--- src/design/lp2sc_pkg.sv ---
// ----------------------------------------------------------------------------
// lp2sc_pkg
// Types and constants shared by the length-prefixed to start-code converter.
// ----------------------------------------------------------------------------
package lp2sc_pkg;

    localparam int unsigned LenFieldW   = 3;
    localparam int unsigned MaxOutW     = 25;
    localparam int unsigned SizeW       = 32;
    localparam int unsigned CfgIndexW   = 2;
    localparam int unsigned StartCodeLen = 4;

    localparam logic [CfgIndexW-1:0] CFG_LENGTH_FIELD_BYTES = 2'd0;
    localparam logic [CfgIndexW-1:0] CFG_MAX_OUTPUT_BYTES   = 2'd1;

    localparam logic [LenFieldW-1:0] LEN_FIELD_RESET  = 3'd4;
    localparam logic [MaxOutW-1:0]   MAX_OUTPUT_RESET = 25'd262144;

    localparam logic [7:0] SC_ZERO_BYTE = 8'h00;
    localparam logic [7:0] SC_LAST_BYTE = 8'h01;

    typedef enum logic [1:0] {
        PH_LENGTH  = 2'd0,
        PH_PAYLOAD = 2'd1,
        PH_DROP    = 2'd2
    } t_phase;

    typedef struct packed {
        logic [7:0]       data_byte;
        logic             sample_first;
        logic [SizeW-1:0] smp_len;
    } t_in;

    typedef struct packed {
        logic [7:0] out_byte;
        logic       byte_valid;
        logic       sample_done;
        logic       truncated;
        logic       run_last;
    } t_out;

    // Out-of-range widths clamp: zero acts as one, five to seven act as four.
    function automatic logic [LenFieldW-1:0] eff_length_width(
        input logic [LenFieldW-1:0] w
    );
        logic [LenFieldW-1:0] r;
        if (w == '0) begin
            r = 3'd1;
        end else if (w > 3'd4) begin
            r = 3'd4;
        end else begin
            r = w;
        end
        return r;
    endfunction

endpackage

--- src/design/length_prefixed_to_start_code_nal_core.sv ---
// ----------------------------------------------------------------------------
// length_prefixed_to_start_code_nal_core
// Converts length-prefixed NAL units to start-code delimited units, one
// sample byte per request.
// ----------------------------------------------------------------------------
// Channel   Direction  Handshake                   Payload
// in        input      i_in_valid / o_in_ready     i_in_data  (t_in)
// out       output     o_out_valid / i_out_ready   o_out_data (t_out)
// cfg       input      i_cfg_valid / o_cfg_ready   i_cfg_index, i_cfg_data
//
// A request is taken in every cycle when it causes one result, unless the output stalls.
// A completed length field that fits causes four results (the start code), so
// the input waits while the result register drains them.
// The result register lets a new request enter while its last result leaves.
// Reset is synchronous and active low; no clearing pass is needed.
// ----------------------------------------------------------------------------
module length_prefixed_to_start_code_nal_core (
    input  logic                            i_clk,
    input  logic                            i_rst_n,
    input  logic                            i_in_valid,
    output logic                            o_in_ready,
    input  lp2sc_pkg::t_in                  i_in_data,
    output logic                            o_out_valid,
    input  logic                            i_out_ready,
    output lp2sc_pkg::t_out                 o_out_data,
    input  logic                            i_cfg_valid,
    output logic                            o_cfg_ready,
    input  logic [lp2sc_pkg::CfgIndexW-1:0] i_cfg_index,
    input  logic [lp2sc_pkg::MaxOutW-1:0]   i_cfg_data
);
    import lp2sc_pkg::*;

    logic [LenFieldW-1:0] r_len_field_bytes;
    logic [MaxOutW-1:0]   r_max_output;

    t_phase               r_phase, n_phase;
    logic [LenFieldW-1:0] r_len_seen, n_len_seen;
    logic [SizeW-1:0]     r_unit_len, n_unit_len;
    logic [SizeW-1:0]     r_sample_rem, n_sample_rem;
    logic [SizeW-1:0]     r_unit_rem, n_unit_rem;
    logic [MaxOutW-1:0]   r_written, n_written;

    logic                 r_out_valid;
    logic [1:0]           r_cnt, n_cnt;
    logic                 r_sc, n_sc;
    t_out                 r_res, n_res;

    logic                 in_fire, out_fire;
    logic [SizeW-1:0]     rem_cur, rem_dec;
    logic [MaxOutW-1:0]   written_cur;
    logic [SizeW-1:0]     len_shift;
    logic [LenFieldW-1:0] seen_inc;
    logic [SizeW+1:0]     need;
    logic                 done;

    assign o_cfg_ready = 1'b1;
    assign out_fire    = r_out_valid && i_out_ready;
    assign o_in_ready  = !r_out_valid || (i_out_ready && (r_cnt == 2'd0));
    assign in_fire     = i_in_valid && o_in_ready;

    always_comb begin
        o_out_valid = r_out_valid;
        o_out_data  = r_res;
        if (r_sc) begin
            o_out_data.out_byte = (r_cnt == 2'd0) ? SC_LAST_BYTE : SC_ZERO_BYTE;
            o_out_data.run_last = (r_cnt == 2'd0);
        end
    end

    always_comb begin
        n_phase      = r_phase;
        n_len_seen   = r_len_seen;
        n_unit_len   = r_unit_len;
        n_sample_rem = r_sample_rem;
        n_unit_rem   = r_unit_rem;
        n_written    = r_written;
        n_cnt        = 2'd0;
        n_sc         = 1'b0;
        n_res        = '{out_byte: 8'd0, byte_valid: 1'b0, sample_done: 1'b0,
                         truncated: 1'b0, run_last: 1'b1};

        rem_cur     = r_sample_rem;
        written_cur = r_written;
        if (i_in_data.sample_first) begin
            rem_cur     = i_in_data.smp_len;
            written_cur = '0;
            n_phase     = PH_LENGTH;
            n_len_seen  = '0;
            n_unit_len  = '0;
            n_unit_rem  = '0;
            n_written   = '0;
        end
        n_sample_rem = rem_cur;
        rem_dec      = rem_cur - 1'b1;
        done         = (rem_dec == '0);
        len_shift    = {n_unit_len[SizeW-9:0], i_in_data.data_byte};
        seen_inc     = (n_len_seen == 3'd7) ? n_len_seen : n_len_seen + 1'b1;
        need         = '0;

        if (i_in_data.sample_first && (i_in_data.smp_len == '0)) begin
            n_res.sample_done = 1'b1;
        end else if (rem_cur == '0) begin
            n_res.sample_done = 1'b0;
        end else begin
            n_sample_rem      = rem_dec;
            n_res.sample_done = done;
            unique case (n_phase)
                PH_PAYLOAD: begin
                    n_written        = written_cur + 1'b1;
                    n_res.out_byte   = i_in_data.data_byte;
                    n_res.byte_valid = 1'b1;
                    if (r_unit_rem == 32'd1 || r_unit_rem == '0) begin
                        n_phase    = PH_LENGTH;
                        n_len_seen = '0;
                        n_unit_len = '0;
                        n_unit_rem = '0;
                    end else begin
                        n_unit_rem = r_unit_rem - 1'b1;
                    end
                end
                PH_LENGTH: begin
                    if ((n_len_seen == '0) && (written_cur >= r_max_output)) begin
                        n_phase         = PH_DROP;
                        n_res.truncated = 1'b1;
                    end else begin
                        n_unit_len = len_shift;
                        n_len_seen = seen_inc;
                        if (seen_inc >= eff_length_width(r_len_field_bytes)) begin
                            need = {2'b00, len_shift} + {9'd0, written_cur}
                                 + (SizeW+2)'(StartCodeLen);
                            if ((len_shift > rem_dec)
                                || (need > {9'd0, r_max_output})) begin
                                n_phase         = PH_DROP;
                                n_res.truncated = 1'b1;
                            end else begin
                                n_written        = written_cur
                                                 + MaxOutW'(StartCodeLen);
                                n_len_seen       = '0;
                                n_sc             = 1'b1;
                                n_cnt            = 2'd3;
                                n_res.byte_valid = 1'b1;
                                n_res.run_last   = 1'b0;
                                if (len_shift == '0) begin
                                    n_phase    = PH_LENGTH;
                                    n_unit_len = '0;
                                    n_unit_rem = '0;
                                end else begin
                                    n_phase    = PH_PAYLOAD;
                                    n_unit_rem = len_shift;
                                end
                            end
                        end else if (done) begin
                            n_phase         = PH_LENGTH;
                            n_len_seen      = '0;
                            n_unit_len      = '0;
                            n_unit_rem      = '0;
                            n_res.truncated = 1'b1;
                        end
                    end
                end
                default: begin
                    n_phase         = PH_DROP;
                    n_res.truncated = 1'b1;
                end
            endcase
        end
    end

    always_ff @(posedge i_clk) begin
        if (!i_rst_n) begin
            r_len_field_bytes <= LEN_FIELD_RESET;
            r_max_output      <= MAX_OUTPUT_RESET;
        end else if (i_cfg_valid) begin
            priority if (i_cfg_index == CFG_LENGTH_FIELD_BYTES) begin
                r_len_field_bytes <= i_cfg_data[LenFieldW-1:0];
            end else if (i_cfg_index == CFG_MAX_OUTPUT_BYTES) begin
                r_max_output <= i_cfg_data;
            end else begin
                r_max_output <= r_max_output;
            end
        end
    end

    always_ff @(posedge i_clk) begin
        if (!i_rst_n) begin
            r_phase      <= PH_LENGTH;
            r_len_seen   <= '0;
            r_unit_len   <= '0;
            r_sample_rem <= '0;
            r_unit_rem   <= '0;
            r_written    <= '0;
        end else if (in_fire) begin
            r_phase      <= n_phase;
            r_len_seen   <= n_len_seen;
            r_unit_len   <= n_unit_len;
            r_sample_rem <= n_sample_rem;
            r_unit_rem   <= n_unit_rem;
            r_written    <= n_written;
        end
    end

    always_ff @(posedge i_clk) begin
        if (!i_rst_n) begin
            r_out_valid <= 1'b0;
            r_cnt       <= 2'd0;
            r_sc        <= 1'b0;
        end else if (in_fire) begin
            r_out_valid <= 1'b1;
            r_cnt       <= n_cnt;
            r_sc        <= n_sc;
        end else if (out_fire) begin
            if (r_cnt == 2'd0) begin
                r_out_valid <= 1'b0;
                r_sc        <= 1'b0;
            end else begin
                r_cnt <= r_cnt - 1'b1;
            end
        end
    end

    always_ff @(posedge i_clk) begin
        if (in_fire) begin
            r_res <= n_res;
        end
    end

    a_multi_is_start_code: assert property (@(posedge i_clk) disable iff (!i_rst_n)
        (o_out_valid && !o_out_data.run_last) |-> (r_sc && o_out_data.byte_valid))
        else $error("multi-result run that is not a start code");

    a_trunc_no_byte: assert property (@(posedge i_clk) disable iff (!i_rst_n)
        (o_out_valid && o_out_data.truncated) |-> !o_out_data.byte_valid)
        else $error("dropped byte marked as carrying output");

    a_hold_input: assert property (@(posedge i_clk) disable iff (!i_rst_n)
        (r_out_valid && (r_cnt != 2'd0)) |-> !o_in_ready)
        else $error("input taken while a start code is still draining");

    a_cnt_valid: assert property (@(posedge i_clk) disable iff (!i_rst_n)
        (r_cnt != 2'd0) |-> (r_out_valid && r_sc))
        else $error("result count without a pending start code");

    a_sc_advance: assert property (@(posedge i_clk) disable iff (!i_rst_n)
        (out_fire && (r_cnt != 2'd0)) |=> (r_cnt == $past(r_cnt) - 2'd1))
        else $error("start code count did not advance");

endmodule

--- config.mk ---
export PLATFORM = sky130hd
export DESIGN_NAME = length_prefixed_to_start_code_nal_core
export DESIGN_NICKNAME = d
export VERILOG_FILES = /design/src/design/lp2sc_pkg.sv /design/src/design/length_prefixed_to_start_code_nal_core.sv
export SDC_FILE = /design/constraint.sdc
export NUM_CORES = 1
export LEC_CHECK = 0
export BUFFER_PORTS_ARGS = -buffer_cell sky130_fd_sc_hd__buf_2
export CORE_MARGIN = 4
export CORE_UTILIZATION = 53
export CTS_BUF_LIST = sky130_fd_sc_hd__clkbuf_2 sky130_fd_sc_hd__clkbuf_4 sky130_fd_sc_hd__clkbuf_8
export CTS_CLUSTER_SIZE = 14
export DETAILED_ROUTE_END_ITERATION = 6
export PLACE_DENSITY_LB_ADDON = 0.1
export SLEW_MARGIN = 20
export SYNTH_ARGS = -nofsm -noshare
export SYNTH_HDL_FRONTEND = slang
export SYNTH_SLANG_ARGS = --single-unit
--- constraint.sdc ---
create_clock -name i_clk -period 20.5 [get_ports i_clk]
set_input_delay 1.025 -clock i_clk [delete_from_list [all_inputs] [get_ports i_clk]]
set_output_delay 1.025 -clock i_clk [all_outputs]
set_load 0.05 [all_outputs]
==> impl_summary.txt <==
----------------------------------------------------
[Yosys]
  Most repeated cell in the gate-level netlist after synthesis ... sky130_fd_sc_hd__nand2_1
  Number of distinct standard cells referenced by the synthesized netlist ... 101
  Total standard cell area after synthesis ... 15400 um2
  Total nets after synthesis ... 2309
  Number of standard cells after synthesis ... 2101
  Count of flip-flops with a built-in enable after synthesis ... 12
  List of most frequent post-synthesis cells ... sky130_fd_sc_hd__nand2_1 (236), sky130_fd_sc_hd__a21oi_1 (216), sky130_fd_sc_hd__nor2_1 (173), sky130_fd_sc_hd__dfxtp_1 (150), sky130_fd_sc_hd__ha_1 (134)
  Share of the synthesized area in the top cell type ... 0.195
  Warnings from Yosys ... 0
  Synth async-reset ratio ... 0
  Synth area leader ... sky130_fd_sc_hd__dfxtp_1
  Mean area per synthesized cell ... 7.33 um2
  Share of synthesized area occupied by flip-flops and latches ... 0.219
  Register bit total from synthesis ... 162
  Synth top area cells ... sky130_fd_sc_hd__dfxtp_1 (20%), sky130_fd_sc_hd__ha_1 (11%), sky130_fd_sc_hd__a21oi_1 (7.0%)
  Leading register cell type out of synthesis ... sky130_fd_sc_hd__dfxtp_1

[Min path]
  Worst min-delay path endpoint ... r_max_output[7]
  Hold Startpoint ... r_max_output[7]
  Worst hold-check path type ... register to register
  Number of cells on the worst hold path ... 2

[Worst setup path]
  Capturing point of the worst reg2reg path ... r_unit_rem[19]
  Startpoint Class ... primary input
  Flop-to-flop setup slack ... 13.27 ns
  Data required, critical path ... 20.86 ns
  Maximum fanout along the worst path ... 68
  Critical register-to-register path startpoint ... r_written[5]
  CP endpoint kind ... register
  Worst EP arrival ... 8.85 ns
  Class of the most critical setup path ... primary input to register
  Path depth of the worst reg2reg path ... 23

[Cells and area]
  Filler Cell Count ... 2807
  Multi-input gate area in the final layout ... 11200 um2
  Total area of sequential cells ... 3360 um2
  Non-filler cells in the finished layout ... 2521
  Proportion of layout cells with a drive suffix above 1 ... 0.102
  Post-layout util ... 0.572
  Final instance area ... 16400 um2
  Number of nets in the final layout ... 2331
  Area growth, synth to finish ... 6.63%

[Timing]
  Max Clk Rate ... 118 MHz
  Worst slew margin relative to its limit ... 0.213
  Sum of negative setup slack ... 0 ns
  Setup repair after global routing missed its margin ... false
  Clock skew after layout ... 0.0256 ns
  Crit path time final ... 8.49 ns
  Final number of max-transition violations ... 0
  Portion of the clock cycle consumed by the worst path in the final layout ... 0.414
  Final number of setup-violating endpoints ... 0
  Least-Margin Pin Slew ... 1.18 ns
  Count of final hold-check violations ... 0

[Routing]
  Detailed-routing iteration count for the pre-antenna-repair pass ... 6
  Count of unresolved DRC violations after routing ... 0
  Via count of the routed design ... 16729
  Routed via count divided by cell count ... 6.64
  Wirelength per Cell ... 22.9 um
  Detailed-route wire length ... 57800 um
  Iteration-0 DRC count of the detailed router ... 1683
  Number of nets still failing antenna checks after routing ... 0

[CTS]
  Worst-skew pair later-pin latency ... 0.51 ns
  Setup Fix Bufs, Post-CTS ... 0
  Total of hold buffers inserted after clock tree synthesis ... 0
  Clock buffer count from CTS ... 17
  Number of resized instances in the post-cts repair step ... 0
  TritonCTS clock tree ... done
  Number of sinks driven by the clock tree ... 162
  Clock Tree Buf Depth ... 2
  Clk pin slew, worst setup/hold paths ... 0.10 ns
  H-tree levels ... 4
  CTS root buf ... sky130_fd_sc_hd__clkbuf_8

[Die]
  Core Footprint ... 28700 um2
  Die extent in x ... 178 um
  Die extent in y ... 178 um
  Initial core utilization ... 0.536
  Top Ports ... 88
  Die Outline Area ... 31800 um2
  Core Rows ... 62

[Global route]
  First-pass GRT wire length ... 87400 um
  Via count of the first global-routing pass ... 15220
  Overall track demand over capacity in global routing ... 0.351
  Maximum number of pins on one net before global-route repair ... 74
  Residual overflow from global routing ... 0
  Initial antenna violation count ... 1

[Placement]
  Placed Instances ... 2488
  Final GP Congestion ... 1.01
  Post-DP Area ... 16000 um2
  Number of buffers added on ports ... 86
  Detailed-placement wirelength estimate ... 43000 um

[Pwr]
  Cell area power density ... 49.0 nW/um2
  Worst-case vdd ir drop ... 0.0000373 V
  Post-layout power ... 0.000804 W
  Cell leakage power ... 6.72 nW

[Run status]
  Result of the run ... finished clean

[Job]
  Max_cap viols ... 0

----------------------------------------------------
[through the flow]
step | hold slack, ns | setup WS (ns)
2_1_floorplan | 0.423 | 12.55
3_3_place_gp | 0.442 | 11.99
3_5_place_dp | 0.450 | 11.75
4_1_cts | 0.464 | 12.26
5_1_grt | 0.486 | 11.48
6_report | 0.464 | 12.01
[critical path, stage by stage]
cell                       delay (ns)
sky130_fd_sc_hd__buf_4           0.20
sky130_fd_sc_hd__buf_4           0.70
sky130_fd_sc_hd__buf_4           0.67
sky130_fd_sc_hd__nor2b_1         0.27
sky130_fd_sc_hd__ha_1            0.34
sky130_fd_sc_hd__ha_1            0.39
sky130_fd_sc_hd__nand2_1         0.07
sky130_fd_sc_hd__o21ai_0         0.23
sky130_fd_sc_hd__inv_1           0.09
sky130_fd_sc_hd__a311oi_1        0.54
sky130_fd_sc_hd__or2_2           0.23
sky130_fd_sc_hd__xor2_1          0.16
sky130_fd_sc_hd__ha_1            0.26
sky130_fd_sc_hd__a21oi_1         0.13
sky130_fd_sc_hd__o21ai_0         0.13
sky130_fd_sc_hd__o211ai_1        0.26
sky130_fd_sc_hd__o21ai_0         0.13
sky130_fd_sc_hd__o21ai_0         0.28
sky130_fd_sc_hd__nand4_1         0.20
sky130_fd_sc_hd__nor4_4          0.64
sky130_fd_sc_hd__and4_1          0.68
sky130_fd_sc_hd__buf_4           0.41
sky130_fd_sc_hd__mux2_2          0.37
sky130_fd_sc_hd__a221oi_1        0.30
sky130_fd_sc_hd__nor3_1          0.08
[logic make-up (layout without fill, tap and decap cells)]
logic type	after synthesis	count (layout)	synth area share
XOR/XNOR	76	76	0.0432
AND/OR/NAND/NOR	884	884	0.296
buffers and inverters	203	238	0.0571
AO/OA/AOI/OAI	582	582	0.236
multiplexers	56	56	0.0380
flip-flops	162	162	0.219
other	1	2	0.000244
adder cells (fa/ha/maj)	137	137	0.112
[metal layers]
layer,GRT usage,routed length [um],part of all wire
met5,0,0,0
met4,0.182,3250,0.056
met3,0.0685,5320,0.092
met2,0.549,25200,0.44
met1,0.459,24000,0.41
[layout make-up]
| class | count | area share |
|---|---|---|
| Multi-Input combinational cell | 1736 | 0.681 |
| Sequential cell | 162 | 0.205 |
| Timing Repair Buffer | 120 | 0.0419 |
| Tap cell | 384 | 0.0293 |
| Inverter | 86 | 0.0197 |
| Clock buffer | 19 | 0.0156 |
| Clock inverter | 13 | 0.00755 |
| Antenna cell | 1 | 0.000152 |
[cells in the final DEF, fill, tap and decap left out, drive strengths merged, types with 10 or more instances in the layout]
cell type    n
or4         13
a21o        16
nand3       67
a21oi      216
and4        10
o22ai       10
inv         93
ha         134
nand4       41
mux2i       36
buf        120
a211oi      22
or3         25
nand2b      23
o31ai       15
xor2        29
mux2        20
o211ai      22
a22o        13
nor2b       52
a22oi       11
nor2       173
a31oi       20
a221oi      12
nor4        48
nor3       105
dfxtp      150
and2        16
and3        28
edfxtp      12
o21ai      134
clkbuf      19
xnor2       47
nand2      237
or2         10
[flip-flops by register name, indices dropped and copies added, names as in the netlist, 3 cells and up]
register	cells
o_out_data	3
r_len_field_bytes	3
r_len_seen	3
r_max_output	25
r_res	9
r_sample_rem	32
r_unit_len	24
r_unit_rem	32
r_written	25
[report_power, final]
part	leakage, nW	total (W)	switching (W)	internal (W)
registers	1.33	0.000340	0.0000108	0.000329
logic	5.19	0.000216	0.000144	0.0000713
clock network	0.194	0.000248	0.000145	0.000103
[worst max-delay path by stage]
stage                     end          start  cells past startpoint
2_1_floorplan  r_unit_rem[21]  i_in_data[32]                     35
5_1_grt        r_unit_rem[17]  i_in_data[32]                     25
3_5_place_dp   r_unit_rem[19]  i_in_data[32]                     25
3_3_place_gp   r_unit_rem[19]  i_in_data[32]                     25
4_1_cts        r_unit_rem[17]  i_in_data[32]                     25
6_report       r_unit_rem[19]  i_in_data[32]                     25
Power figures use the tool's default switching activity.
